[config.mk]
export PLATFORM = sky130hd
export DESIGN_NAME = sha1_stream_hash
export DESIGN_NICKNAME = d
export VERILOG_FILES = /design/src/rtl/sha1sh_pkg.sv /design/src/rtl/sha1_stream_hash.sv /design/src/rtl/sha1sh_ctrl.sv /design/src/rtl/sha1sh_datapath.sv
export SDC_FILE = /design/constraint.sdc
export NUM_CORES = 2
export LEC_CHECK = 0
export ABC_AREA = 1
export BUFFER_PORTS_ARGS = -buffer_cell sky130_fd_sc_hd__buf_2
export CAP_MARGIN = 25
export CELL_PAD_IN_SITES_DETAIL_PLACEMENT = 2
export CELL_PAD_IN_SITES_GLOBAL_PLACEMENT = 2
export CORE_ASPECT_RATIO = 1.5
export CORE_MARGIN = 2
export CORE_UTILIZATION = 42
export DETAILED_ROUTE_END_ITERATION = 16
export PLACE_DENSITY = 0.88
export SETUP_SLACK_MARGIN = 0.05
export SLEW_MARGIN = 15
export SYNTH_ARGS = -nofsm -noshare
export SYNTH_HDL_FRONTEND = slang
export SYNTH_HIERARCHICAL = 1
export SYNTH_SLANG_ARGS = --single-unit
[constraint.sdc]
create_clock -name clk -period 41.3 [get_ports clk]
set_input_delay 0 -clock clk [delete_from_list [all_inputs] [get_ports clk]]
set_output_delay 0 -clock clk [all_outputs]
set_load 0.01 [all_outputs]
[src/rtl/sha1sh_pkg.sv]
`timescale 1ns / 1ps
// ----------------------------------------------------------------------------
// sha1sh_pkg: shared types and constants of the SHA-1 stream hasher
// Controller states, command and status bundles, SHA-1 constants.
// ----------------------------------------------------------------------------
package sha1sh_pkg;

    localparam logic [31:0] IV0 = 32'h67452301;
    localparam logic [31:0] IV1 = 32'hEFCDAB89;
    localparam logic [31:0] IV2 = 32'h98BADCFE;
    localparam logic [31:0] IV3 = 32'h10325476;
    localparam logic [31:0] IV4 = 32'hC3D2E1F0;

    localparam logic [31:0] K0 = 32'h5A827999;
    localparam logic [31:0] K1 = 32'h6ED9EBA1;
    localparam logic [31:0] K2 = 32'h8F1BBCDC;
    localparam logic [31:0] K3 = 32'hCA62C1D6;

    localparam logic [6:0] ROUND_LAST = 7'd79;
    localparam logic [5:0] FILL_LAST  = 6'd63;
    localparam logic [5:0] FILL_LEN   = 6'd56;
    localparam logic [7:0] PAD_MARK   = 8'h80;

    typedef enum logic [2:0] {
        ST_IDLE,
        ST_CINIT,
        ST_ROUND,
        ST_CEND,
        ST_PAD,
        ST_LEN,
        ST_DONE
    } ctrl_state_t;

    // What to do once the current block has been compressed
    typedef enum logic [1:0] {
        RET_MSG,
        RET_PAD,
        RET_FINAL
    } ret_t;

    typedef enum logic [1:0] {
        SRC_MSG,
        SRC_MARK,
        SRC_ZERO,
        SRC_LEN
    } byte_src_t;

    typedef enum logic [1:0] {
        PH_CH,
        PH_PAR1,
        PH_MAJ,
        PH_PAR2
    } round_phase_t;

    typedef struct packed {
        logic         shift_en;
        byte_src_t    byte_src;
        logic [2:0]   len_idx;
        logic         count_byte;
        logic         work_load;
        logic         round_en;
        round_phase_t phase;
        logic         chain_add;
        logic         finish;
    } cmd_t;

    typedef struct packed {
        logic out_full;
    } status_t;

    function automatic logic [31:0] round_k(input round_phase_t ph);
        logic [31:0] k;
        case (ph)
            PH_CH:   k = K0;
            PH_PAR1: k = K1;
            PH_MAJ:  k = K2;
            PH_PAR2: k = K3;
            default: k = K0;
        endcase
        return k;
    endfunction

endpackage

[src/rtl/sha1_stream_hash.sv]
`timescale 1ns / 1ps
// ----------------------------------------------------------------------------
// sha1_stream_hash: streaming SHA-1 message digest
// Bytes in, big-endian block packing, 80-round compression, standard padding.
// ----------------------------------------------------------------------------
// Throughput: one byte item per cycle while a block fills; each 64th byte then
//   holds tready low for the load, 80 rounds and the chain add.
// After the last item the block pads, appends the bit length, compresses the
//   final block (or two) and, once the output register is free, raises tvalid.
// Reset: rst_n clears control, counters and the chain value (initial constants).
module sha1_stream_hash
(
    input  logic         clk,
    input  logic         rst_n,
    // input item
    input  logic         s_axis_tvalid,
    output logic         s_axis_tready,
    input  logic [7:0]   s_axis_tdata,   // [7:0] data_byte
    input  logic         s_axis_tuser,   // [0] has_byte
    input  logic         s_axis_tlast,   // last
    // result item
    output logic         m_axis_tvalid,
    input  logic         m_axis_tready,
    output logic [159:0] m_axis_tdata,   // digest_h0 .. digest_h4, 32 bits each
    output logic         m_axis_tuser    // [0] length_overflow
);

    sha1sh_pkg::cmd_t    cmd;
    sha1sh_pkg::status_t status;

    // Sequence intake, padding and compression rounds
    sha1sh_ctrl u_ctrl
    (
        .clk      (clk),
        .rst_n    (rst_n),
        .in_valid (s_axis_tvalid),
        .in_has   (s_axis_tuser),
        .in_last  (s_axis_tlast),
        .in_ready (s_axis_tready),
        .status   (status),
        .cmd      (cmd)
    );

    // Hold the block, run the rounds, keep the chain value and result
    sha1sh_datapath u_datapath
    (
        .clk          (clk),
        .rst_n        (rst_n),
        .cmd          (cmd),
        .data_byte    (s_axis_tdata),
        .out_ready    (m_axis_tready),
        .out_valid    (m_axis_tvalid),
        .out_digest   (m_axis_tdata),
        .out_overflow (m_axis_tuser),
        .status       (status)
    );

endmodule

[src/rtl/sha1sh_ctrl.sv]
`timescale 1ns / 1ps
// ----------------------------------------------------------------------------
// sha1sh_ctrl: SHA-1 stream hasher controller
// Tracks block fill, round count and padding progress; drives the datapath.
// ----------------------------------------------------------------------------
module sha1sh_ctrl
(
    input  logic               clk,
    input  logic               rst_n,
    input  logic               in_valid,
    input  logic               in_has,
    input  logic               in_last,
    output logic               in_ready,
    input  sha1sh_pkg::status_t status,
    output sha1sh_pkg::cmd_t    cmd
);

    sha1sh_pkg::ctrl_state_t state_reg, state_next;
    sha1sh_pkg::ret_t        ret_reg, ret_next;
    logic [5:0]              fill_reg, fill_next;
    logic [6:0]              round_reg, round_next;
    logic                    mark_reg, mark_next;
    logic                    accept;
    logic                    fill_wrap;

    assign in_ready  = (state_reg == sha1sh_pkg::ST_IDLE);
    assign accept    = in_valid && in_ready;
    assign fill_wrap = (fill_reg == sha1sh_pkg::FILL_LAST);

    // next state
    always_comb
    begin
        state_next = state_reg;
        case (state_reg)
            sha1sh_pkg::ST_IDLE:
            begin
                if (accept)
                begin
                    if (in_has && fill_wrap)
                        state_next = sha1sh_pkg::ST_CINIT;
                    else if (in_last)
                        state_next = sha1sh_pkg::ST_PAD;
                end
            end
            sha1sh_pkg::ST_CINIT:
                state_next = sha1sh_pkg::ST_ROUND;
            sha1sh_pkg::ST_ROUND:
            begin
                if (round_reg == sha1sh_pkg::ROUND_LAST)
                    state_next = sha1sh_pkg::ST_CEND;
            end
            sha1sh_pkg::ST_CEND:
            begin
                case (ret_reg)
                    sha1sh_pkg::RET_MSG:   state_next = sha1sh_pkg::ST_IDLE;
                    sha1sh_pkg::RET_PAD:   state_next = sha1sh_pkg::ST_PAD;
                    sha1sh_pkg::RET_FINAL: state_next = sha1sh_pkg::ST_DONE;
                    default:               state_next = sha1sh_pkg::ST_IDLE;
                endcase
            end
            sha1sh_pkg::ST_PAD:
            begin
                if (fill_wrap)
                    state_next = sha1sh_pkg::ST_CINIT;
                else if (fill_reg + 6'd1 == sha1sh_pkg::FILL_LEN)
                    state_next = sha1sh_pkg::ST_LEN;
            end
            sha1sh_pkg::ST_LEN:
            begin
                if (fill_wrap)
                    state_next = sha1sh_pkg::ST_CINIT;
            end
            sha1sh_pkg::ST_DONE:
            begin
                if (!status.out_full)
                    state_next = sha1sh_pkg::ST_IDLE;
            end
            default:
                state_next = sha1sh_pkg::ST_IDLE;
        endcase
    end

    // counters and flags
    always_comb
    begin
        fill_next  = fill_reg;
        round_next = round_reg;
        ret_next   = ret_reg;
        mark_next  = mark_reg;
        case (state_reg)
            sha1sh_pkg::ST_IDLE:
            begin
                if (accept && in_has)
                begin
                    fill_next = fill_reg + 6'd1;
                    ret_next  = in_last ? sha1sh_pkg::RET_PAD : sha1sh_pkg::RET_MSG;
                end
            end
            sha1sh_pkg::ST_CINIT:
                round_next = '0;
            sha1sh_pkg::ST_ROUND:
                round_next = round_reg + 7'd1;
            sha1sh_pkg::ST_PAD:
            begin
                fill_next = fill_reg + 6'd1;
                mark_next = 1'b1;
                ret_next  = sha1sh_pkg::RET_PAD;
            end
            sha1sh_pkg::ST_LEN:
            begin
                fill_next = fill_reg + 6'd1;
                ret_next  = sha1sh_pkg::RET_FINAL;
            end
            sha1sh_pkg::ST_DONE:
            begin
                if (!status.out_full)
                begin
                    mark_next = 1'b0;
                    fill_next = '0;
                end
            end
            default:
            begin
                fill_next = fill_reg;
            end
        endcase
    end

    // datapath commands
    always_comb
    begin
        cmd            = '0;
        cmd.byte_src   = sha1sh_pkg::SRC_MSG;
        cmd.len_idx    = fill_reg[2:0];
        cmd.phase      = sha1sh_pkg::PH_CH;
        if (round_reg >= 7'd60)
            cmd.phase = sha1sh_pkg::PH_PAR2;
        else if (round_reg >= 7'd40)
            cmd.phase = sha1sh_pkg::PH_MAJ;
        else if (round_reg >= 7'd20)
            cmd.phase = sha1sh_pkg::PH_PAR1;
        case (state_reg)
            sha1sh_pkg::ST_IDLE:
            begin
                cmd.shift_en   = accept && in_has;
                cmd.count_byte = accept && in_has;
            end
            sha1sh_pkg::ST_CINIT:
                cmd.work_load = 1'b1;
            sha1sh_pkg::ST_ROUND:
                cmd.round_en = 1'b1;
            sha1sh_pkg::ST_CEND:
                cmd.chain_add = 1'b1;
            sha1sh_pkg::ST_PAD:
            begin
                cmd.shift_en = 1'b1;
                cmd.byte_src = mark_reg ? sha1sh_pkg::SRC_ZERO : sha1sh_pkg::SRC_MARK;
            end
            sha1sh_pkg::ST_LEN:
            begin
                cmd.shift_en = 1'b1;
                cmd.byte_src = sha1sh_pkg::SRC_LEN;
            end
            sha1sh_pkg::ST_DONE:
                cmd.finish = !status.out_full;
            default:
                cmd.shift_en = 1'b0;
        endcase
    end

    always_ff @(posedge clk or negedge rst_n)
    begin
        if (!rst_n)
        begin
            state_reg <= sha1sh_pkg::ST_IDLE;
            ret_reg   <= sha1sh_pkg::RET_MSG;
            fill_reg  <= '0;
            round_reg <= '0;
            mark_reg  <= 1'b0;
        end
        else
        begin
            state_reg <= state_next;
            ret_reg   <= ret_next;
            fill_reg  <= fill_next;
            round_reg <= round_next;
            mark_reg  <= mark_next;
        end
    end

endmodule

[src/rtl/sha1sh_datapath.sv]
`timescale 1ns / 1ps
// ----------------------------------------------------------------------------
// sha1sh_datapath: SHA-1 stream hasher datapath
// Block shift register and message schedule, one round unit, chain value,
// byte counter and the output register.
// ----------------------------------------------------------------------------
module sha1sh_datapath
(
    input  logic                clk,
    input  logic                rst_n,
    input  sha1sh_pkg::cmd_t    cmd,
    input  logic [7:0]          data_byte,
    input  logic                out_ready,
    output logic                out_valid,
    output logic [159:0]        out_digest,
    output logic                out_overflow,
    output sha1sh_pkg::status_t status
);

    logic [511:0] blk_reg, blk_next;
    logic [31:0]  a_reg, b_reg, c_reg, d_reg, e_reg;
    logic [31:0]  h_reg [5];
    logic [31:0]  count_reg;
    logic         ovf_reg;
    logic [159:0] dig_reg;
    logic         dig_ovf_reg;
    logic         valid_reg;

    logic [7:0]   in_byte;
    logic [63:0]  len_bits;
    logic [31:0]  w0, w2, w8, w13, w_mix, w_new;
    logic [31:0]  f_val, t_val;

    assign len_bits = {29'd0, count_reg, 3'd0};

    always_comb
    begin
        case (cmd.byte_src)
            sha1sh_pkg::SRC_MSG:  in_byte = data_byte;
            sha1sh_pkg::SRC_MARK: in_byte = sha1sh_pkg::PAD_MARK;
            sha1sh_pkg::SRC_ZERO: in_byte = 8'd0;
            sha1sh_pkg::SRC_LEN:  in_byte = len_bits[{~cmd.len_idx, 3'b111} -: 8];
            default:              in_byte = 8'd0;
        endcase
    end

    // word i of the block sits at bits [511-32i -: 32]
    assign w0    = blk_reg[511:480];
    assign w2    = blk_reg[447:416];
    assign w8    = blk_reg[255:224];
    assign w13   = blk_reg[95:64];
    assign w_mix = w13 ^ w8 ^ w2 ^ w0;
    assign w_new = {w_mix[30:0], w_mix[31]};

    always_comb
    begin
        blk_next = blk_reg;
        if (cmd.shift_en)
            blk_next = {blk_reg[503:0], in_byte};
        else if (cmd.round_en)
            blk_next = {blk_reg[479:0], w_new};
    end

    always_comb
    begin
        case (cmd.phase)
            sha1sh_pkg::PH_CH:   f_val = (b_reg & c_reg) | (~b_reg & d_reg);
            sha1sh_pkg::PH_MAJ:  f_val = (b_reg & c_reg) | (b_reg & d_reg) | (c_reg & d_reg);
            sha1sh_pkg::PH_PAR1,
            sha1sh_pkg::PH_PAR2: f_val = b_reg ^ c_reg ^ d_reg;
            default:             f_val = b_reg ^ c_reg ^ d_reg;
        endcase
    end

    assign t_val = {a_reg[26:0], a_reg[31:27]} + f_val + e_reg + w0
                   + sha1sh_pkg::round_k(cmd.phase);

    always_ff @(posedge clk)
    begin
        blk_reg <= blk_next;
        if (cmd.work_load)
        begin
            a_reg <= h_reg[0];
            b_reg <= h_reg[1];
            c_reg <= h_reg[2];
            d_reg <= h_reg[3];
            e_reg <= h_reg[4];
        end
        else if (cmd.round_en)
        begin
            a_reg <= t_val;
            b_reg <= a_reg;
            c_reg <= {b_reg[1:0], b_reg[31:2]};
            d_reg <= c_reg;
            e_reg <= d_reg;
        end
        if (cmd.finish)
        begin
            dig_reg     <= {h_reg[4], h_reg[3], h_reg[2], h_reg[1], h_reg[0]};
            dig_ovf_reg <= ovf_reg;
        end
    end

    always_ff @(posedge clk or negedge rst_n)
    begin
        if (!rst_n)
        begin
            h_reg[0]  <= sha1sh_pkg::IV0;
            h_reg[1]  <= sha1sh_pkg::IV1;
            h_reg[2]  <= sha1sh_pkg::IV2;
            h_reg[3]  <= sha1sh_pkg::IV3;
            h_reg[4]  <= sha1sh_pkg::IV4;
            count_reg <= '0;
            ovf_reg   <= 1'b0;
            valid_reg <= 1'b0;
        end
        else
        begin
            if (cmd.chain_add)
            begin
                h_reg[0] <= h_reg[0] + a_reg;
                h_reg[1] <= h_reg[1] + b_reg;
                h_reg[2] <= h_reg[2] + c_reg;
                h_reg[3] <= h_reg[3] + d_reg;
                h_reg[4] <= h_reg[4] + e_reg;
            end
            else if (cmd.finish)
            begin
                h_reg[0] <= sha1sh_pkg::IV0;
                h_reg[1] <= sha1sh_pkg::IV1;
                h_reg[2] <= sha1sh_pkg::IV2;
                h_reg[3] <= sha1sh_pkg::IV3;
                h_reg[4] <= sha1sh_pkg::IV4;
            end

            if (cmd.finish)
            begin
                count_reg <= '0;
                ovf_reg   <= 1'b0;
            end
            else if (cmd.count_byte)
            begin
                if (&count_reg)
                    ovf_reg <= 1'b1;
                else
                    count_reg <= count_reg + 32'd1;
            end

            if (cmd.finish)
                valid_reg <= 1'b1;
            else if (out_ready)
                valid_reg <= 1'b0;
        end
    end

    assign out_valid       = valid_reg;
    assign out_digest      = dig_reg;
    assign out_overflow    = dig_ovf_reg;
    assign status.out_full = valid_reg;

endmodule

==> metrics.yaml <==
ys_ff_latch: 1046
synth-edff-count: 833
hold_path_class: "primary input to register"
grt_overflow_total: 0
critPathKind: "register to register"
drc: 0
start_util_pct: 42.37
finalCriticalPeriod_ns: 6.227
worst_pin_slew_ns: 1.164
cap_violations: 0
fin_skew_ns: 0.05388
arrival_ns: 6.75
htreeDepth: 3
synth_cell_types: 51
max_slew_margin_pct: 22.41
outcome: "completed"
ioPinCount: 177
dp_slack_ns: 35.09
area_growth_syn_to_layout_pct: 10.99
yosysWarnings: 6
cts_hold_buf: 15
p_leak_uw: 0.03236
final_nets: 7940
power_density_nw_per_um2: 31.95
ys_seq_area_share_pct: 49.53
grtUsageTotal_pct: 36.99
critPathCapture: "u_datapath/a_reg[25]"
vdd_drop_max_uv: 44.90
postSynth.asyncResetShare_pct: 20.36
fin_crit_sh_pct: 15.08
layout_setup_ws_ns: 35.07
drive_gt1_share_pct: 7.317
first_iter_violations: 4377
largest_reg_flops: 512
cp_max_fo: 33
r2r_slack_ns: 35.07
avgSynthCellArea_um2: 8.235
fmax_mhz: 160.6
worst-r2r-cell-count: 27
numCtsBuffers: 107
wl_per_cell_um: 28.84
cts_tree: "yes"
worstReg2RegEnd: "u_datapath/a_reg[25]"
fillCellCount: 16200
syn-instance-count: 7464
end_kind: "register"
coreArea_um2: 145100
drtPass1Iterations: 5
cts.clk_slew.worst_paths_ns: 0.07
ant_nets: 0
cts_num_sinks: 1046
hold_viol: 0
design.die.area_um2: 149500
grt_pass1_wl_mm: 408.6
cp_data_required_time_ns: 41.82
synth_flop_cell: "edfxtp_1"
dp_hpwl_mm: 194.4
antenna_found_initial: 18
io_buffers: 176
setup_viol: 0
multiInputGateArea_um2: 25930
seq_area_um2: 30440
ctsResizeCount: 0
worstReg2RegStart: "u_ctrl/round_reg[5]"
grt_start_max_net_pins: 229
tns_ns: 0
gp_congestion: 1.008
clock_latency_ns: 0.80
die_x_um: 316.4
first_global_vias: 62110
postCtsSetupRepairBufs: 0
slew_viol_final: 0
die_h_um: 472.5
clk_path_buf_depth: 3
setup.worst_path.start: "u_ctrl/round_reg[5]"
row_count: 171
vias_per_cell: 5.721
vias: 54950
start_kind: "register"
rsz0062_at_grt: "false"
fin_util_pct: 47.03
cts_root_buf: "clkbuf_16"
syn-cell-area_um2: 61470
syn-num-nets: 7805
drt-total-wl_mm: 276.9
[logic make-up (layout without fill, tap and decap cells)]
| logic type | after synthesis | count (layout) | share of synthesized area, % |
|---|---|---|---|
| AND/OR/NAND/NOR | 3751 | 3751 | 24.29 |
| buffers and inverters | 1337 | 1567 | 8.346 |
| flip-flops | 1046 | 1046 | 49.53 |
| AO/OA/AOI/OAI | 861 | 861 | 7.628 |
| adder cells (fa/ha/maj) | 327 | 327 | 8.183 |
| XOR/XNOR | 142 | 142 | 2.023 |
| other | 0 | 7 | 0 |
[worst max-delay path: stages, from the launching register on]
cell      delay, ns
dfrtp_1        0.38
inv_1          0.20
o211ai_1       0.14
o21ai_0        0.17
o311ai_0       0.21
clkbuf_2       0.19
inv_1          0.10
ha_1           0.17
buf_4          0.41
inv_1          0.37
o221ai_1       0.31
nand2_1        0.15
fa_1           0.58
fa_1           0.42
inv_1          0.07
ha_1           0.28
inv_1          0.11
fa_1           0.46
inv_1          0.19
nand3_1        0.09
nand3_1        0.20
nand2_1        0.12
nand2_1        0.13
nand3_1        0.12
nand3_1        0.12
nand2_1        0.06
nand3_1        0.09
nand2_1        0.08
[where the power goes]
| group | total, uW | internal (uW) | switching, uW |
|---|---|---|---|
| clock network | 1050 | 554 | 494 |
| logic | 8.22 | 1.81 | 6.39 |
| registers | 1120 | 1120 | 0.0000000000000167 |
| total | 2180 | 1680 | 500 |
[worst min-delay path by stage]
stage | startpoint | end | slack [ns] | cells after the start
3_3_place_gp | rst_n | u_datapath/h_reg[58] | -0.009 | 1
6_report | s_axis_tdata[5] | u_datapath/blk_reg[5] | 0.03 | 5
5_1_grt | s_axis_tdata[4] | u_datapath/blk_reg[4] | 0.04 | 5
4_1_cts | s_axis_tdata[4] | u_datapath/blk_reg[4] | 0.01 | 5
3_5_place_dp | rst_n | u_datapath/h_reg[58] | -0.006 | 1
2_1_floorplan | rst_n | u_ctrl/fill_reg[0] | -0.30 | 0
[placed cells by master (no fill, tap or decap), types with 8 or more instances in the layout]
| cell | count |
|---|---|
| o21bai_1 | 25 |
| buf_4 | 36 |
| nand3b_1 | 11 |
| nand3_1 | 301 |
| clkbuf_8 | 8 |
| nand2_1 | 2936 |
| fa_1 | 125 |
| xor2_1 | 40 |
| edfxtp_1 | 833 |
| a21oi_1 | 243 |
| xnor2_1 | 102 |
| o22ai_1 | 36 |
| or2_2 | 27 |
| o21ai_0 | 461 |
| clkinv_2 | 25 |
| nand4_1 | 70 |
| dfstp_2 | 80 |
| bufinv_16 | 9 |
| nor3_1 | 63 |
| a221oi_1 | 22 |
| clkbuf_16 | 107 |
| clkinv_1 | 19 |
| clkbuf_1 | 9 |
| o21ai_2 | 17 |
| ha_1 | 202 |
| dlygate4sd3_1 | 14 |
| inv_1 | 1108 |
| inv_2 | 12 |
| buf_2 | 175 |
| dfrtp_1 | 133 |
| nor2_1 | 311 |
| clkinvlp_4 | 9 |
| o21ai_1 | 12 |
| a22oi_1 | 13 |
| and2_1 | 8 |
[layout make-up]
type / count / share of cell area, %
clock inverters: 80 / 1.159
well taps: 1903 / 3.490
repair buffers: 239 / 2.322
inverters: 1124 / 6.227
multi-input cells: 5081 / 38.01
clock buffers: 124 / 4.136
diodes: 7 / 0.02568
flip-flops and latches: 1046 / 44.63
[metrics by stage]
step | total power [uW] | instance area, um2 | cells | hold WS, ns
after floorplan | 1146 | 61470 | 7464 | -0.2956
after global placement | 1153 | 64270 | 9371 | -0.009251
after detailed placement | 1153 | 64300 | 9372 | -0.006182
after CTS | 2191 | 68080 | 9591 | 0.01149
after global routing | 2225 | 68210 | 9601 | 0.03653
final | 2180 | 68220 | 9604 | 0.02621
[layer usage]
layer / up-vias / global-route usage (%) / part of all wire [%]
met5: - / 0 / 0.037
met1: 28010 / 38.16 / 34
met3: 870 / 6.087 / 5.2
met2: 1928 / 66.15 / 51
li1: 24120 / - / -
met4: 12 / 28.68 / 8.9
[cells in the mapped netlist (35+ instances only)]
cell | instances | area [um2]
nand4_1 | 70 | 437.9
nand2_1 | 2938 | 11030
inv_1 | 1111 | 4170
nor3_1 | 64 | 320.3
fa_1 | 125 | 2502
xnor2_1 | 102 | 893.4
dfrtp_1 | 133 | 3328
clkbuf_1 | 126 | 473.0
nor2_1 | 314 | 1179
nand3_1 | 301 | 1506
buf_1 | 35 | 131.4
xor2_1 | 40 | 350.3
buf_2 | 41 | 205.2
edfxtp_1 | 833 | 25010
ha_1 | 202 | 2527
a21oi_1 | 243 | 1216
dfstp_2 | 80 | 2102
o21ai_0 | 461 | 2307
o22ai_1 | 36 | 225.2
No activity file was read; power rests on OpenSTA's default activity.
